`src/rtl/aoc_pkg.sv`:
```
`default_nettype none

package aoc_pkg;

    // Item kinds carried in the low bits of the input tuser.
    localparam logic [1:0] OP_COMPOSITE = 2'd0;
    localparam logic [1:0] OP_READ      = 2'd1;
    localparam logic [1:0] OP_WRITE     = 2'd2;
    localparam logic [1:0] OP_NOP       = 2'd3;

    // Configuration register indexes.
    localparam logic CFG_WIDTH  = 1'b0;
    localparam logic CFG_HEIGHT = 1'b1;

    localparam int unsigned CFG_DATA_W  = 10;
    localparam logic [9:0]  CFG_DIM_RST = 10'd512;

    localparam logic [7:0]  ALPHA_MAX  = 8'hff;
    localparam logic [15:0] ROUND_HALF = 16'd127;

    typedef struct packed {
        logic [7:0] dst;
        logic [7:0] cov;
        logic [7:0] transp;
    } blend_req_t;

    // Exact floor(x / 255) for every value the blend can produce (x < 65280).
    function automatic logic [7:0] div255(input logic [15:0] x);
        logic [16:0] sum;
        begin
            sum = {1'b0, x} + {9'd0, x[15:8]} + 17'd1;
            return sum[15:8];
        end
    endfunction

endpackage

`default_nettype wire

```
`src/rtl/aoc_blend.sv`:
```
`default_nettype none

module aoc_blend
    import aoc_pkg::*;
(
    input  wire logic       clk,
    input  wire logic       rst_n,
    input  wire logic       in_valid,
    input  wire blend_req_t in_req,
    output logic            out_valid,
    output logic [7:0]      out_value
);

    logic        v1_reg, v2_reg, v3_reg, v4_reg;
    logic [15:0] p1_reg, p1_next;
    logic [7:0]  dst1_reg, dst2_reg;
    logic [7:0]  src2_reg, src2_next, src3_reg;
    logic [15:0] p3_reg, p3_next;
    logic [7:0]  res4_reg, res4_next;
    logic [7:0]  res_sum;

    // Source alpha, then the over rule against the stored pixel.
    assign p1_next   = 16'(in_req.cov) * 16'(ALPHA_MAX - in_req.transp) + ROUND_HALF;
    assign src2_next = div255(p1_reg);
    assign p3_next   = 16'(dst2_reg) * 16'(ALPHA_MAX - src2_reg) + ROUND_HALF;
    // The over rule never exceeds full alpha, so the sum fits in eight bits.
    assign res_sum   = src3_reg + div255(p3_reg);
    assign res4_next = res_sum;

    always_ff @(posedge clk or negedge rst_n)
    begin
        if (!rst_n)
        begin
            v1_reg <= 1'b0;
            v2_reg <= 1'b0;
            v3_reg <= 1'b0;
            v4_reg <= 1'b0;
        end
        else
        begin
            v1_reg <= in_valid;
            v2_reg <= v1_reg;
            v3_reg <= v2_reg;
            v4_reg <= v3_reg;
        end
    end

    always_ff @(posedge clk)
    begin
        p1_reg   <= p1_next;
        dst1_reg <= in_req.dst;
        src2_reg <= src2_next;
        dst2_reg <= dst1_reg;
        p3_reg   <= p3_next;
        src3_reg <= src2_reg;
        res4_reg <= res4_next;
    end

    assign out_valid = v4_reg;
    assign out_value = res4_reg;

endmodule

`default_nettype wire

```
`config.mk`:
```
export PLATFORM = sky130hd
export DESIGN_NAME = aoc_blend
export DESIGN_NICKNAME = d
export VERILOG_FILES = /design/src/rtl/aoc_pkg.sv /design/src/rtl/aoc_blend.sv
export SDC_FILE = /design/constraint.sdc
export NUM_CORES = 1
export LEC_CHECK = 0
export BUFFER_PORTS_ARGS = -buffer_cell sky130_fd_sc_hd__buf_2
export CELL_PAD_IN_SITES_DETAIL_PLACEMENT = 0
export CELL_PAD_IN_SITES_GLOBAL_PLACEMENT = 1
export CORE_MARGIN = 5
export CORE_UTILIZATION = 45
export DETAILED_ROUTE_END_ITERATION = 6
export PLACE_DENSITY_LB_ADDON = 0.1
export SETUP_SLACK_MARGIN = 0.1
export SLEW_MARGIN = 20
export SYNTH_ARGS = -nofsm -noshare
export SYNTH_HDL_FRONTEND = slang
export SYNTH_SLANG_ARGS = --single-unit
```
`constraint.sdc`:
```
create_clock -name clk -period 4.6 [get_ports clk]
set_input_delay 0.92 -clock clk [delete_from_list [all_inputs] [get_ports clk]]
set_output_delay 0.92 -clock clk [all_outputs]
set_load 0.1 [all_outputs]
```
# Yosys cells after proc, flatten, opt, wreduce, memory -nomap -nowiden
# Cells that the tools add are included.
# W data, S select, Z words.
[word_totals] reg_bits=76 romBits=0 mem_bits_rw=0 latch_bits=0 wordCells=22 memories=0 out_inout_bits=9
[op_classes] magnitude_cmp=0 n_bitwise=0 eq_ne=0 n_div=0 shifts=0 addsub=9 multipliers=2 n_reduce_logical=0 muxes=0
[ops] op="$add A16 B1 Y16 const B" n=2
[ops] op="$add A16 B7 Y16 const B" n=2
[ops] op="$add A16 B8 Y16" n=2
[ops] op="$mul A9 B9 Y16" n=2
[ops] op="$sub A8 B8 Y9 const A" n=2
[ops] op="$add A8 B8 Y8" n=1

# Logic depth before layout (Yosys ltp)
# Gate-level depths: netlist of the first run.
[logic_depth] word_depth=3 mapped_depth=19

# Worst setup path after synthesis of the first run
# Ideal clock, no wire load.
[synth_timing] kind="input -> register" start="input port in_req[1] in the netlist's numbering" end="register p1_reg[13]" path_stages=18 setup_ns=0.072 t_arrival_ns=5.206 setup_slack_ns=-0.678 path_buffers=0 path_cell_list="nand2b_1 fa_1 inv_1 fa_1 inv_1 fa_1 inv_1 fa_1 inv_1 fa_1 inv_1 ha_1 a211o_1 a31o_1 a221oi_2 a21oi_1 nor2_1 xnor2_1"
[synth_via] elab_chain_len=3
[synth_lines] item="from (decl)" line="aoc_blend.sv:9" text="input wire blend_req_t in_req,"
[synth_lines] item="$sub A8 B8 Y9" line="aoc_blend.sv:23" text="assign p1_next = 16'(in_req.cov) * 16'(ALPHA_MAX - in_req.transp) + ROUND_HALF;"
[synth_lines] item="$mul A9 B9 Y16" line="aoc_blend.sv:23"
[synth_lines] item="$add A16 B7 Y16" line="aoc_blend.sv:23"
[synth_lines] item="net p1_next[13]" line="aoc_blend.sv:15" text="logic [15:0] p1_reg, p1_next;"
[synth_lines] item="to (signal assigned)" line="aoc_blend.sv:50" text="p1_reg <= p1_next;"
[synth_lines] item="to (decl)" line="aoc_blend.sv:15"
# The timed path passes the listed nets, and every way through them passes these cells.

# Worst setup path in the final report of the first run
[layout_timing] start="input port in_req[3] in the netlist's numbering" end="register p1_reg[13]"
# The elaborated chain is that of the path after synthesis.

==> results of run 1 <==
## layer usage
metal / GRT usage / part of all wire / vias to the layer above / routed length, um
met3: 0.0234 / 0.032 / 11 / 517
met2: 0.282 / 0.44 / 59 / 7040
met4: 0.0349 / 0.0096 / 0 / 153
met1: 0.285 / 0.52 / 2566 / 8270
met5: 0 / 0 / - / 0
li1: - / - / 2641 / -
## Yosys cell counts, drive strengths merged, types with 4 or more instances
library cell and instances:
nor2 14, dfrtp 4, inv 120, o21ai 19
dfxtp 72, nand4 8, nor2b 84, xor2 13
a21o 13, nand2 12, ha 117, a21oi 27
nand2b 52, and3 5, nand3 6, o21a 5
a211o 4, xnor2 37, fa 81, a211oi 5
## kinds of logic (layout without fill, tap and decap cells)
group	after synthesis	after routing	share of synthesized area
adders and majority gates	198	198	0.422
and+or+nand+nor	190	190	0.154
buffers and inverters	125	253	0.0645
AOI/OAI and AO/OA	96	96	0.0892
DFF	76	76	0.211
xor gates and xnor gates	50	50	0.0599
## cell type report
class                           instances  area (um^2)
Fill cell                            1407         6790
Multi-Input combinational cell        534         5670
Clock inverter                          7         80.1
Tap cell                              216          270
Inverter                              120          450
Timing Repair Buffer                  117          843
Clock buffer                            9          225
Sequential cell                        76         1560
## path summary, 6_finish.rpt
kind	end	slack (ps)	start
worst max register to register	p3_reg[14]$_DFF_P_	150	src2_reg[1]$_DFF_P_
worst min-delay path	dst2_reg[7]$_DFF_P_	320	dst1_reg[7]$_DFF_P_
min in group asynchronous	out_valid$_DFF_PN0_	380	rst_n
worst max-delay path	p1_reg[13]$_DFF_P_	-340	in_req[3]
worst min register to register	dst2_reg[7]$_DFF_P_	320	dst1_reg[7]$_DFF_P_
max in group asynchronous	v1_reg$_DFF_PN0_	4110	rst_n
## stage by stage
stage / worst slack (ps) / hold slack, ps / instance area (um^2) / TNS [ps]
6_report: -339 / 322 / 9100 / -1090
5_1_grt: -512 / 331 / 9100 / -2420
4_1_cts: -333 / 324 / 8850 / -1060
3_5_place_dp: -824 / 314 / 8360 / -5840
3_3_place_gp: -806 / 311 / 8360 / -5440
2_1_floorplan: -568 / 310 / 7360 / -2080
## timing repair
item | CTS | global route
endpoints found under the setup margin | 15 | 16
pin swaps | 22 | 27
hold endpoints to repair | 0 | 0
buffers inserted | 2 | 3
resized for setup | 32 | 52
==> metrics.log, run 1 <==
[metrics] number of placed I/O pins: 36
[metrics] predominant post-synthesis flop cell: sky130_fd_sc_hd__dfxtp_1
[metrics] final antenna-violating net count: 0
[metrics] number of failing setup endpoints in the final timing report: 6
[metrics] maximum count of clock buffers along a single path: 2
[metrics] category of the worst setup path launch point: input pin
[metrics] Max Slew Vio Count: 0
[metrics] Post-Route Utilization: 0.573
[metrics] syn_area_per_cell: roughly 9.9 um^2
[metrics] number of vias per cell: between 4 and 5
[metrics] Hold Violations, Final: 0
[metrics] Total Nets Final: roughly 1100
[metrics] vias in the first global route: around 5700
[metrics] net count after synthesis: 960
[metrics] normalized max-slew margin: 0.624
[metrics] Mapped Cells: ~740
[metrics] starting utilization of the core area: 0.460
[metrics] average routed wire per standard cell: roughly 15 um
[metrics] number of cell rows: 46
[metrics] number of synthesized flops with an enable pin: 0
[metrics] Min-Delay Path Class: flop to flop
[metrics] y dimension of the die: between 100 and 150 um
[metrics] worst path bufs/invs: 6
[metrics] Min-Delay Path Depth: 0
[metrics] Most common cell on crit path: sky130_fd_sc_hd__fa_1
[metrics] initial antenna violation count: 0
[metrics] crit-path max FO: 3
[metrics] transition at the pin with the smallest max-transition slack: 563 ps
[metrics] P&R area growth vs syn: 24.5%
[metrics] data arrival time at the worst-slack endpoint: 5200 ps
[metrics] layout cells sized above 1: 0.239
[metrics] Worst setup EP type: flop
[metrics] placed instance count: roughly 1100
[metrics] WP data required: around 4900 ps
[metrics] Final period util: 1.07
[metrics] Reg clk slew, reported paths: ~70 ps
[metrics] cts bufs inserted: 9
[metrics] most frequent cells in the layout: sky130_fd_sc_hd__inv_1 (108), sky130_fd_sc_hd__ha_1 (105), sky130_fd_sc_hd__nor2b_1 (84), sky130_fd_sc_hd__fa_1 (79), sky130_fd_sc_hd__buf_4 (74)
[metrics] Post-route DRC: 0
[metrics] clock skew: around 8.0 ps
[metrics] count of cell types in the netlist: 48
[metrics] CP delay by family, top: adder cells
[metrics] cell types with the largest area share after synthesis: sky130_fd_sc_hd__fa_1 (22%), sky130_fd_sc_hd__ha_1 (20%), sky130_fd_sc_hd__dfxtp_1 (20%), sky130_fd_sc_hd__nor2b_1 (7.2%), sky130_fd_sc_hd__inv_1 (6.2%)
[metrics] leading cell type in the layout, fill and taps excluded: sky130_fd_sc_hd__inv_1
[metrics] fraction of synthesized cell area taken by the top area cell type: 0.222
[metrics] number of warnings issued by yosys: 0
[metrics] Die Footprint: ~19000 um^2
[metrics] iteration count of the initial detailed-routing pass: 4
[metrics] width of the die: between 100 and 150 um
[metrics] longest individual stage delay on the worst path: between 500 and 600 ps
[metrics] depth of the critical timing path with buffers and inverters included: 19
[metrics] netlist area before placement: ~7300 um^2
[metrics] number of buffers inserted by port buffering: 35
[metrics] overall global routing resource usage: 0.186
[metrics] clk root buf: sky130_fd_sc_hd__clkbuf_16
[metrics] clock latency at the later pin of the worst-skew pair: approximately 340 ps
[metrics] violated checks: negative setup slack
[metrics] run status: finished, violations left
[metrics] pin count of the biggest net entering global routing: 16
[metrics] sinks on the clock net: 76
[metrics] DP Wirelength: between 10000 and 15000 um
[metrics] final instance count without filler cells: 1079
[metrics] antenna diode count: 0
[metrics] sequential fraction of the synthesis area: 0.211
[metrics] global-route wire length before repair: ~28000 um
[metrics] minimum clock period: ~5000 ps
[metrics] count of hold buffers inserted by post-cts repair: 0
[metrics] area of the placeable core: 15900 um^2
[metrics] cell with the biggest individual delay on the critical path: sky130_fd_sc_hd__fa_1
[metrics] Iteration-0 DRC Markers: 187
[metrics] Async S/R FF share, synth: 0.0526
[metrics] Maximum Capacitance Violations: 0
[metrics] CTS tree: yes
[metrics] total global routing overflow: 0
[metrics] peak clock frequency supported by timing: around 200 MHz
[metrics] kind of critical path: input pin to flop
[metrics] largest area contributor in the netlist: sky130_fd_sc_hd__fa_1
[metrics] htree depth: 3
[metrics] Worst Reg-to-Reg Cells: 16
[metrics] global placement routability congestion: slightly above 0.8
[metrics] RSZ-0062 raised after global routing: yes
[metrics] flip-flop and latch count after synthesis: 76
[metrics] drt total wl: 16000 um
[metrics] critical path, cell by cell: buf_6 -> nand2b_4 -> fa_1 -> inv_1 -> fa_1 -> inv_1 -> fa_1 -> inv_1 -> fa_1 -> inv_2 -> fa_1 -> inv_2 -> ha_4 -> a211o_1 -> a31o_1 -> a221oi_4 -> a21oi_1 -> nor2_1 -> xnor2_1
[metrics] final setup slack of the worst path: -339 ps
[metrics] via total after detailed routing: between 5000 and 6000
Power of run 1 is left out: the tool's default activity adds up to more than one toggle a clock period on the data nets, which glitch-free logic cannot reach.
==> run 2: changes to the inputs <==
--- a/config.mk
+++ b/config.mk
@@ -13,6 +13,7 @@
 export DETAILED_ROUTE_END_ITERATION = 6
 export PLACE_DENSITY_LB_ADDON = 0.1
 export SETUP_SLACK_MARGIN = 0.1
+export SKIP_LAST_GASP = 1
 export SLEW_MARGIN = 20
 export SYNTH_ARGS = -nofsm -noshare
 export SYNTH_HDL_FRONTEND = slang
==> metrics.log, run 2 (synthesis results as in run 1) <==
[metrics] overall global routing resource usage: 0.186
[metrics] hold_ws: approximately 320 ps
[metrics] CTS tree: yes
[metrics] antenna diode count: 0
[metrics] met1 GRT Util: 0.285
[metrics] number of failing setup endpoints in the final timing report: 7
[metrics] vias in the first global route: around 5700
[metrics] end of the worst register-to-register path: p3_reg[14]$_DFF_P_
[metrics] met3 track demand over resource in global routing: 0.0234
[metrics] worst reg2reg path startpoint: src2_reg[1]$_DFF_P_
[metrics] final instance count without filler cells: between 1000 and 1500
[metrics] Maximum Capacitance Violations: 0
[metrics] starting utilization of the core area: 0.460
[metrics] Worst setup EP type: flop
[metrics] sinks on the clock net: between 70 and 80
[metrics] cts bufs inserted: 9
[metrics] leading cell type in the layout, fill and taps excluded: sky130_fd_sc_hd__inv_1
[metrics] launch instance of the worst min-delay path: dst1_reg[7]$_DFF_P_
[metrics] clk root buf: sky130_fd_sc_hd__clkbuf_16
[metrics] global routing's busiest layer: met1
[metrics] global-route wire length before repair: ~28000 um
[metrics] Total Nets Final: ~1100
[metrics] placed instance count: approximately 1100
[metrics] category of the worst setup path launch point: input pin
[metrics] number of cell rows: 46
[metrics] pin count of the biggest net entering global routing: 16
[metrics] Min-Delay Path Depth: 0
[metrics] final-layout fill cell count: around 1400
[metrics] y dimension of the die: around 140 um
[metrics] pre-CTS setup slack: -824 ps
[metrics] kind of critical path: input pin to flop
[metrics] violated checks: negative setup slack
[metrics] transition at the pin with the smallest max-transition slack: 543 ps
[metrics] WP data required: between 4000 and 5000 ps
[metrics] DP Wirelength: around 13000 um
[metrics] Worst Reg-to-Reg Cells: 16
[metrics] peak clock frequency supported by timing: 202 MHz
[metrics] most frequent cells in the layout: sky130_fd_sc_hd__inv_1 (108), sky130_fd_sc_hd__ha_1 (105), sky130_fd_sc_hd__nor2b_1 (84), sky130_fd_sc_hd__fa_1 (79), sky130_fd_sc_hd__buf_4 (78)
[metrics] FF-to-FF setup slack: ~150 ps
[metrics] Post-route DRC: 0
[metrics] global placement routability congestion: 0.830
[metrics] area of the placeable core: 15900 um^2
[metrics] crit-path max FO: 3
[metrics] Hold Path Sink: dst2_reg[7]$_DFF_P_
[metrics] final setup slack of the worst path: -339 ps
[metrics] iteration count of the initial detailed-routing pass: 4
[metrics] Hold Violations, Final: 0
[metrics] Die Footprint: between 15000 and 20000 um^2
[metrics] htree depth: 3
[metrics] width of the die: about 140 um
[metrics] maximum count of clock buffers along a single path: 2
[metrics] Iteration-0 DRC Markers: 194
[metrics] average routed wire per standard cell: 14.8 um
[metrics] run status: finished, violations left
[metrics] Final period util: 1.07
[metrics] RSZ-0062 raised after global routing: yes
[metrics] Min-Delay Path Class: flop to flop
[metrics] drt total wl: about 16000 um
[metrics] clock latency at the later pin of the worst-skew pair: roughly 340 ps
[metrics] via total after detailed routing: 5295
[metrics] number of buffers inserted by port buffering: 35
[metrics] normalized max-slew margin: 0.638
[metrics] data arrival time at the worst-slack endpoint: around 5200 ps
[metrics] final antenna-violating net count: 0
[metrics] number of placed I/O pins: 36
[metrics] minimum clock period: approximately 4900 ps
[metrics] Reg clk slew, reported paths: approximately 70 ps
[metrics] initial antenna violation count: 0
[metrics] met2 global-route usage: 0.282
[metrics] number of vias per cell: 4.89
[metrics] layout cells sized above 1: 0.240
[metrics] Max Slew Vio Count: 0
[metrics] total global routing overflow: 0
[metrics] P&R area growth vs syn: 24.5%
[metrics] clock skew: 7.88 ps
run 2: metrics by stage:
| stage | TNS, ps | util | cell area [um^2] |
|---|---|---|---|
| 2_1_floorplan | -2080 | - | 7360 |
| 3_3_place_gp | -5440 | 0.526 | 8360 |
| 3_5_place_dp | -5840 | 0.526 | 8360 |
| 4_1_cts | -1110 | 0.556 | 8840 |
| 5_1_grt | -2670 | 0.573 | 9110 |
| 6_report | -1290 | 0.573 | 9110 |
run 2: timing repair:
item                       CTS  global route
setup endpoints to repair   15            16
setup buffers                2             6
gates resized for setup     28            52
pin swaps                   22            38
hold buffers                 0             0
run 2: worst max-delay path by stage:
stage,start,endpoint,slack [ps],cells after the start
final,in_req[3],p1_reg[13]$_DFF_P_,-340,19
after global routing,in_req[3],p1_reg[13]$_DFF_P_,-510,19
after global placement,in_req[3],p1_reg[13]$_DFF_P_,-810,19
after CTS,in_req[3],p1_reg[13]$_DFF_P_,-330,19
after detailed placement,in_req[3],p1_reg[13]$_DFF_P_,-820,19
after floorplan,in_req[3],p1_reg[13]$_DFF_P_,-570,18
run 2: layout make-up:
type / instances / area [um^2] / share of cell area
clock buffers: 9 / 225 / 0.0247
inverters: 120 / 450 / 0.0495
clock inverters: 7 / 80.1 / 0.00879
well taps: 216 / 270 / 0.0297
repair buffers: 120 / 852 / 0.0936
flip-flops and latches: 76 / 1560 / 0.172
multi-input cells: 534 / 5670 / 0.622
run 2: worst max-delay path, stage by stage:
cell	delay [ps]
sky130_fd_sc_hd__buf_6	90
sky130_fd_sc_hd__nand2b_4	130
sky130_fd_sc_hd__fa_1	530
sky130_fd_sc_hd__inv_1	50
sky130_fd_sc_hd__fa_1	470
sky130_fd_sc_hd__inv_1	50
sky130_fd_sc_hd__fa_1	470
sky130_fd_sc_hd__inv_1	50
sky130_fd_sc_hd__fa_1	490
sky130_fd_sc_hd__inv_2	40
sky130_fd_sc_hd__fa_1	480
sky130_fd_sc_hd__inv_2	50
sky130_fd_sc_hd__ha_4	230
sky130_fd_sc_hd__a211o_1	290
sky130_fd_sc_hd__a31o_1	220
sky130_fd_sc_hd__a221oi_4	280
sky130_fd_sc_hd__a21oi_1	110
sky130_fd_sc_hd__nor2_1	130
sky130_fd_sc_hd__xnor2_1	130
run 2: per-layer routing:
| layer | vias to the layer above | part of all wire |
|---|---|---|
| met5 | - | 0 |
| met4 | 0 | 0.0094 |
| met3 | 11 | 0.028 |
| met2 | 53 | 0.44 |
| met1 | 2584 | 0.52 |
| li1 | 2647 | - |
Power of run 2 is left out for the same reason.
==> run 3: changes to the inputs <==
--- a/config.mk
+++ b/config.mk
@@ -6,9 +6,10 @@
 export NUM_CORES = 1
 export LEC_CHECK = 0
 export BUFFER_PORTS_ARGS = -buffer_cell sky130_fd_sc_hd__buf_2
+export CAP_MARGIN = 20
 export CELL_PAD_IN_SITES_DETAIL_PLACEMENT = 0
 export CELL_PAD_IN_SITES_GLOBAL_PLACEMENT = 1
-export CORE_MARGIN = 5
+export CORE_MARGIN = 2
 export CORE_UTILIZATION = 45
 export DETAILED_ROUTE_END_ITERATION = 6
 export PLACE_DENSITY_LB_ADDON = 0.1
==> metrics.log, run 3 (synthesis results as in run 1) <==
[metrics] number of failing setup endpoints in the final timing report: 7
[metrics] most frequent cells in the layout: sky130_fd_sc_hd__inv_1 (109), sky130_fd_sc_hd__ha_1 (106), sky130_fd_sc_hd__nor2b_1 (82), sky130_fd_sc_hd__fa_1 (80), sky130_fd_sc_hd__buf_4 (78)
[metrics] global-route wire length before repair: between 20000 and 30000 um
[metrics] normalized max-slew margin: 0.623
[metrics] y dimension of the die: ~130 um
[metrics] layout cells sized above 1: 0.240
[metrics] antenna diode count: 0
[metrics] clock latency at the later pin of the worst-skew pair: 340 ps
[metrics] number of cell rows: between 40 and 50
[metrics] clock skew: 10.2 ps
[metrics] met2 global-route usage: 0.274
[metrics] final setup slack of the worst path: -317 ps
[metrics] pin count of the biggest net entering global routing: 17
[metrics] category of the worst setup path launch point: input pin
[metrics] starting utilization of the core area: 0.460
[metrics] number of buffers inserted by port buffering: 35
[metrics] final antenna-violating net count: 0
[metrics] final-layout setup total negative slack: -1350 ps
[metrics] htree depth: 3
[metrics] met3 track demand over resource in global routing: 0.0293
[metrics] global placement routability congestion: 0.867
[metrics] end of the worst register-to-register path: p3_reg[14]$_DFF_P_
[metrics] transition at the pin with the smallest max-transition slack: 565 ps
[metrics] count of hold buffers inserted by post-cts repair: 0
[metrics] Die Footprint: roughly 17000 um^2
[metrics] Total Nets Final: between 1000 and 1500
[metrics] FF-to-FF setup slack: roughly 130 ps
[metrics] average routed wire per standard cell: ~15 um
[metrics] launch instance of the worst min-delay path: dst1_reg[3]$_DFF_P_
[metrics] Final period util: 1.07
[metrics] clk root buf: sky130_fd_sc_hd__clkbuf_16
[metrics] CTS tree: yes
[metrics] vias in the first global route: 5361
[metrics] met1 GRT Util: 0.298
[metrics] Hold Path Sink: dst2_reg[3]$_DFF_P_
[metrics] number of vias per cell: a little under 5
[metrics] minimum clock period: roughly 4900 ps
[metrics] number of placed I/O pins: 36
[metrics] worst reg2reg path startpoint: src2_reg[3]$_DFF_P_
[metrics] drt total wl: ~16000 um
[metrics] width of the die: ~130 um
[metrics] run status: finished, violations left
[metrics] sinks on the clock net: 76
[metrics] via total after detailed routing: roughly 5300
[metrics] Hold Violations, Final: 0
[metrics] Min-Delay Path Depth: 0
[metrics] P&R area growth vs syn: 23.9%
[metrics] DP Wirelength: between 10000 and 15000 um
[metrics] RSZ-0062 raised after global routing: yes
[metrics] pre-CTS setup slack: -813 ps
[metrics] Reg clk slew, reported paths: about 70 ps
[metrics] area of the placeable core: 15900 um^2
[metrics] cts bufs inserted: 9
[metrics] iteration count of the initial detailed-routing pass: 4
[metrics] maximum count of clock buffers along a single path: 2
[metrics] global routing's busiest layer: met1
[metrics] total global routing overflow: 0
[metrics] peak clock frequency supported by timing: between 200 and 250 MHz
[metrics] Max Slew Vio Count: 0
[metrics] Worst setup EP type: flop
[metrics] leading cell type in the layout, fill and taps excluded: sky130_fd_sc_hd__inv_1
[metrics] violated checks: negative setup slack
[metrics] initial antenna violation count: 0
[metrics] Worst Reg-to-Reg Cells: 18
[metrics] WP data required: around 4900 ps
[metrics] crit-path max FO: 5
[metrics] Maximum Capacitance Violations: 0
[metrics] Iteration-0 DRC Markers: between 300 and 400
[metrics] kind of critical path: input pin to flop
[metrics] Min-Delay Path Class: flop to flop
[metrics] Post-route DRC: 0
[metrics] overall global routing resource usage: 0.189
[metrics] data arrival time at the worst-slack endpoint: between 5000 and 6000 ps
run 3: worst max-delay path by stage:
| stage | startpoint | to | slack, ps | cells after the start |
|---|---|---|---|---|
| floorplan | in_req[3] | p1_reg[13]$_DFF_P_ | -570 | 18 |
| CTS | in_req[3] | p1_reg[13]$_DFF_P_ | -300 | 19 |
| global placement | in_req[3] | p1_reg[13]$_DFF_P_ | -840 | 19 |
| global route | in_req[3] | p1_reg[13]$_DFF_P_ | -470 | 19 |
| detailed placement | in_req[3] | p1_reg[13]$_DFF_P_ | -810 | 20 |
| finish | in_req[3] | p1_reg[13]$_DFF_P_ | -320 | 20 |
run 3: per-stage QoR:
stage | std cells | area (um^2) | utilization | hold WS (ps)
2_1_floorplan | 735 | 7360 | - | 310
3_3_place_gp | 1057 | 8350 | 0.526 | 311
3_5_place_dp | 1057 | 8350 | 0.526 | 313
4_1_cts | 1074 | 8790 | 0.553 | 321
5_1_grt | 1079 | 9060 | 0.570 | 327
6_report | 1079 | 9060 | 0.570 | 323
run 3: layout make-up:
| cell class | instances | area [um^2] |
|---|---|---|
| Fill cell | 1446 | 6820 |
| Multi-Input combinational cell | 534 | 5660 |
| Sequential cell | 76 | 1570 |
| Timing Repair Buffer | 117 | 818 |
| Inverter | 120 | 450 |
| Tap cell | 216 | 270 |
| Clock buffer | 9 | 225 |
| Clock inverter | 7 | 70.1 |
run 3: layer usage:
| metal | share of wire | up-vias |
|---|---|---|
| li1 | - | 2643 |
| met1 | 0.53 | 2550 |
| met2 | 0.43 | 71 |
| met3 | 0.029 | 4 |
| met4 | 0.0035 | 0 |
| met5 | 0 | - |
run 3: worst max-delay path, cell delays in order:
cell	delay, ps
sky130_fd_sc_hd__buf_6	90
sky130_fd_sc_hd__nand2b_4	130
sky130_fd_sc_hd__fa_1	530
sky130_fd_sc_hd__inv_1	50
sky130_fd_sc_hd__fa_1	470
sky130_fd_sc_hd__inv_1	50
sky130_fd_sc_hd__fa_1	480
sky130_fd_sc_hd__inv_2	40
sky130_fd_sc_hd__fa_1	470
sky130_fd_sc_hd__inv_1	50
sky130_fd_sc_hd__fa_1	480
sky130_fd_sc_hd__inv_2	50
sky130_fd_sc_hd__ha_4	230
sky130_fd_sc_hd__buf_4	150
sky130_fd_sc_hd__a41oi_2	160
sky130_fd_sc_hd__o21ai_2	130
sky130_fd_sc_hd__a221oi_4	390
sky130_fd_sc_hd__a21oi_2	90
sky130_fd_sc_hd__nor2_1	110
sky130_fd_sc_hd__xnor2_1	120
run 3: timing repair:
item	4_1_cts	5_1_grt
setup endpoints to repair	16	16
gates resized for setup	26	55
setup buffers	1	5
pin swaps	17	40
Power of run 3 is left out for the same reason.
